--- src/rtl/rag_pkg.sv ---
package rag_pkg;

    localparam int POS_W  = 11;
    localparam int DATA_W = 32;
    localparam int KIND_W = 2;

    typedef enum logic [KIND_W-1:0] {
        KIND_ADD  = 2'd0,
        KIND_MAX  = 2'd1,
        KIND_GCD  = 2'd2,
        KIND_NONE = 2'd3
    } kind_t;

    typedef enum logic [1:0] {
        ACC_SUM,
        ACC_MAX,
        ACC_GCD
    } acc_mode_t;

    typedef enum logic [3:0] {
        S_CLEAR,
        S_IDLE,
        S_A_LEAF,
        S_A_LEAFW,
        S_U_RL,
        S_U_RR,
        S_U_CMB,
        S_U_GCD,
        S_Q_TEST,
        S_Q_RCHK,
        S_Q_ACC,
        S_Q_GCD,
        S_Q_SHIFT,
        S_Q_END,
        S_OUT
    } state_t;

    typedef struct packed {
        logic [DATA_W-1:0] sum;
        logic [DATA_W-1:0] mx;
        logic [DATA_W-1:0] gcd;
    } node_t;

    typedef struct packed {
        logic              start;
        logic [DATA_W-1:0] a;
        logic [DATA_W-1:0] b;
    } gcd_req_t;

    typedef struct packed {
        logic              busy;
        logic              done;
        logic [DATA_W-1:0] value;
    } gcd_rsp_t;

    function automatic logic [DATA_W-1:0] magnitude(input logic [DATA_W-1:0] v);
        return v[DATA_W-1] ? (~v + 1'b1) : v;
    endfunction

endpackage

--- src/rtl/rag_gcd.sv ---
module rag_gcd
    import rag_pkg::*;
(
    input  logic     clk,
    input  logic     rst_n,
    input  gcd_req_t req,
    output gcd_rsp_t rsp
);

    logic [DATA_W-1:0] a_reg;
    logic [DATA_W-1:0] b_reg;
    logic [4:0]        k_reg;
    logic              busy_reg;
    logic              done_reg;
    logic [DATA_W-1:0] value_reg;

    always_ff @(posedge clk or negedge rst_n)
    begin
        if (!rst_n)
        begin
            busy_reg <= 1'b0;
            done_reg <= 1'b0;
        end
        else
        begin
            done_reg <= 1'b0;
            if (req.start)
            begin
                busy_reg <= 1'b1;
            end
            else if (busy_reg && (a_reg == '0 || b_reg == '0))
            begin
                busy_reg <= 1'b0;
                done_reg <= 1'b1;
            end
        end
    end

    always_ff @(posedge clk)
    begin
        if (req.start)
        begin
            a_reg <= req.a;
            b_reg <= req.b;
            k_reg <= '0;
        end
        else if (busy_reg)
        begin
            priority if (a_reg == '0)
            begin
                value_reg <= b_reg << k_reg;
            end
            else if (b_reg == '0)
            begin
                value_reg <= a_reg << k_reg;
            end
            else if (!a_reg[0] && !b_reg[0])
            begin
                a_reg <= a_reg >> 1;
                b_reg <= b_reg >> 1;
                k_reg <= k_reg + 1'b1;
            end
            else if (!a_reg[0])
            begin
                a_reg <= a_reg >> 1;
            end
            else if (!b_reg[0])
            begin
                b_reg <= b_reg >> 1;
            end
            else if (a_reg >= b_reg)
            begin
                a_reg <= (a_reg - b_reg) >> 1;
            end
            else
            begin
                b_reg <= (b_reg - a_reg) >> 1;
            end
        end
    end

    assign rsp.busy  = busy_reg;
    assign rsp.done  = done_reg;
    assign rsp.value = value_reg;

endmodule

--- config.mk ---
export PLATFORM = sky130hd
export DESIGN_NAME = rag_gcd
export DESIGN_NICKNAME = d
export VERILOG_FILES = /design/src/rtl/rag_pkg.sv /design/src/rtl/rag_gcd.sv
export SDC_FILE = /design/constraint.sdc
export NUM_CORES = 1
export LEC_CHECK = 0
export BUFFER_PORTS_ARGS = -buffer_cell sky130_fd_sc_hd__buf_2
export CAP_MARGIN = 15
export CELL_PAD_IN_SITES_DETAIL_PLACEMENT = 1
export CELL_PAD_IN_SITES_GLOBAL_PLACEMENT = 1
export CORE_MARGIN = 2
export CORE_UTILIZATION = 40
export DETAILED_ROUTE_END_ITERATION = 8
export HOLD_SLACK_MARGIN = 0.12
export PLACE_DENSITY = 0.8
export SKIP_CTS_REPAIR_TIMING = 1
export SYNTH_ARGS = -nofsm -noshare
export SYNTH_HDL_FRONTEND = slang
export SYNTH_SLANG_ARGS = --single-unit
--- constraint.sdc ---
create_clock -name clk -period 11.25 [get_ports clk]
set_input_delay 1.125 -clock clk [delete_from_list [all_inputs] [get_ports clk]]
set_output_delay 1.125 -clock clk [all_outputs]
set_load 0.1 [all_outputs]
==> results.cfg <==
[sta]
post-route-period-util = 0.410
drv_slew = 0
fin_skew_ns = 0.0177
rsz0062_at_grt = false
min_period_ns = 4.61
tightest_slew_ns = 1.00
final_hold_viol_count = 0
finalSetupViolations = 0
max_freq_ghz = 0.217
setup_slack_ns = 6.64
fin_tns_setup_ns = 0
relSlewSlack = 0.315

[pwr]
pwr-share-clk = 0.086
power.internal_w = 0.00179
power_frac_seq = 0.201
leakagePower_nw = 4.67
p_switching_w = 0.00224
power_frac_comb = 0.714
power_density_nw_per_um2 = 364
ir_drop_uv = 140
p_sw_frac = 0.557

[yosys]
yosys_register_bits = 103
synth_area_sq_um = 10100
synth_nets = 1351
dominantRegCellSynth = edfxtp_1
synthesis.instances = 1216
seq_area_frac_synth = 0.300
ys_warn_count = 0
synth_edf_count = 96
async_flop_share = 0.0194
ys_types = 83
syn_area_per_cell_sq_um = 8.33

[placed_design]
place.port_buffers = 100
pre_cts_ws_ns = 6.79
gp_congestion = 0.964
dp_hpwl_mm = 30.4
postPlaceCellArea_sq_um = 10800

[drt]
wirelength_mm = 39.7
post_drt_wl_per_cell_microns = 24.8
drtAntennaViolNets = 0
via_count = 10100
first_pass_iters = 5
drt_iter0_markers = 889
route.detailed.drc = 0
viasPerCell = 6.29

[finish]
layout-area-overhead-vs-synth_pct = 9.24
fin_area_sq_um = 11100
antenna_cells = 0
utilization = 0.442
final_common_cell = a21oi_1
final_cell_mix = a21oi_1, inv_1, nand2_1, buf_2, edfxtp_1
drive_above_1_share = 0.139
nNetsFinal = 1398
fillCellCount = 3075

[clock_tree]
path_clk_slew_ns = 0.08
ctsHtreeMaxLevel = 3
insertion_delay_ns = 0.39
cts_made_buffers = 9
cts_tree = yes
cts_root_buffer = clkbuf_16
cts.sinks = 103
cts_max_path_buffers = 2

[global_routing]
groute.usage.overall = 0.300
overflow = 0
grt_pass1_wl_mm = 60.5
grt_pass1_vias = 10000
antenna_found_initial = 0
grt_start_max_net_pins = 62

[worst_hold_path]
hold_class = primary input to async pin

[worst_setup_path]
crit_chain = inv_1, ha_1, a21oi_1, o21ai_1, a2111o_1, a31o_2, a21oi_2, and2_1, nand2_1, o221ai_1
max_stage_delay_ns = 0.81
slowest_stage = a21oi_2
cp_max_fo = 17
path_class = register to register
end_kind = register
critPathRequiredTime_ns = 11.46
arrival_ns = 4.82
critPathLaunchType = register

[die]
rows = 58
die_w_microns = 163
num_io_pins = 101
dieArea_sq_um = 26600
fp.dieH_microns = 163
start_util = 0.404
core_sq_um = 25000

[status]
status = finished clean

[run]
maxCapViolations = 0
## layer usage
| layer | track usage | vias up | routed length, microns | share of wire |
|---|---|---|---|---|
| li1 | - | 4601 | - | - |
| met1 | 0.402 | 4934 | 17000 | 0.43 |
| met2 | 0.486 | 442 | 18300 | 0.46 |
| met3 | 0.0541 | 81 | 3160 | 0.080 |
| met4 | 0.105 | 0 | 1260 | 0.032 |
| met5 | 0 | - | 0 | 0 |
## per-stage QoR
stage	total power, W	hold slack, ns	std cells
after floorplan	0.00273	0.548	1216
after global placement	0.00356	0.584	1582
final	0.00403	0.513	1598
after CTS	0.00396	0.515	1598
after global routing	0.00429	0.511	1598
after detailed placement	0.00359	0.608	1582
## worst paths after layout
path | startpoint | endpoint | slack [ns] | depth (start not counted)
setup reg to reg | a_reg[27] | b_reg[27] | 6.64 | 10
setup / recovery | a_reg[27] | b_reg[27] | 6.64 | 10
min in group clk | busy_reg | done_reg | 0.62 | 1
max in group asynchronous | rst_n | busy_reg | 10.64 | 1
hold / removal | rst_n | done_reg | 0.51 | 1
hold reg to reg | busy_reg | done_reg | 0.62 | 1
## cell usage after synthesis (all sizes together), types with 6 or more instances
| master | number | area share |
|---|---|---|
| o21bai | 14 | 0.010 |
| a221oi | 38 | 0.033 |
| nor2 | 91 | 0.035 |
| ha | 66 | 0.082 |
| o31ai | 6 | 0.0044 |
| inv | 113 | 0.042 |
| mux2 | 16 | 0.018 |
| o22ai | 13 | 0.0080 |
| a22oi | 18 | 0.013 |
| a21oi | 144 | 0.072 |
| and2 | 11 | 0.0069 |
| nand4 | 8 | 0.0062 |
| clkbuf | 61 | 0.029 |
| o31a | 9 | 0.0078 |
| xor2 | 21 | 0.018 |
| xnor2 | 31 | 0.027 |
| nand2 | 99 | 0.037 |
| a21o | 26 | 0.019 |
| a211oi | 20 | 0.016 |
| and3 | 8 | 0.0049 |
| o221ai | 11 | 0.0095 |
| nor3 | 24 | 0.012 |
| o21ai | 58 | 0.029 |
| mux2i | 22 | 0.022 |
| a31oi | 9 | 0.0056 |
| nand3 | 22 | 0.011 |
| nor4 | 19 | 0.014 |
| edfxtp | 96 | 0.28 |
| o211ai | 17 | 0.013 |
| buf | 14 | 0.0090 |
| nor2b | 11 | 0.0068 |
| or2 | 8 | 0.0049 |
| or3 | 7 | 0.0044 |
| o21a | 10 | 0.0074 |
## cell type report
cell class	instances	area, sq um	area share
clock inverter	7	86.3	0.00780
timing repair buffer	112	593	0.0536
sequential	103	3030	0.274
tap	330	413	0.0373
multi-input combinational	923	6280	0.568
inverter	114	428	0.0387
clock buffer	9	225	0.0204
## power by group through the flow
stage,sequential (W),combinational (W),clock (W)
floorplan,0.000712,0.00202,0
global placement,0.000798,0.00276,0
detailed placement,0.000805,0.00279,0
CTS,0.000798,0.00281,0.000348
global route,0.000818,0.00311,0.000359
finish,0.000809,0.00288,0.000345
## critical path: cells and delay by family, from the launching register on
family	cells	cell delay, ns
AO/OA/AOI/OAI	6	2.26
AND/OR/NAND/NOR	2	1.08
flip-flops	1	0.50
adder cells (fa/ha/maj)	1	0.46
buffers and inverters	1	0.12
## cell families (layout without fill, tap and decap cells)
group,Yosys count,count (layout),synth area share
AOI/OAI and AO/OA,441,441,0.291
xor gates and xnor gates,52,52,0.0450
adders and majority gates,68,68,0.0855
buffers and inverters,190,242,0.0816
DFF,103,103,0.300
muxes,40,40,0.0444
and+or+nand+nor,322,322,0.153
No activity file was read; power rests on OpenSTA's default activity.
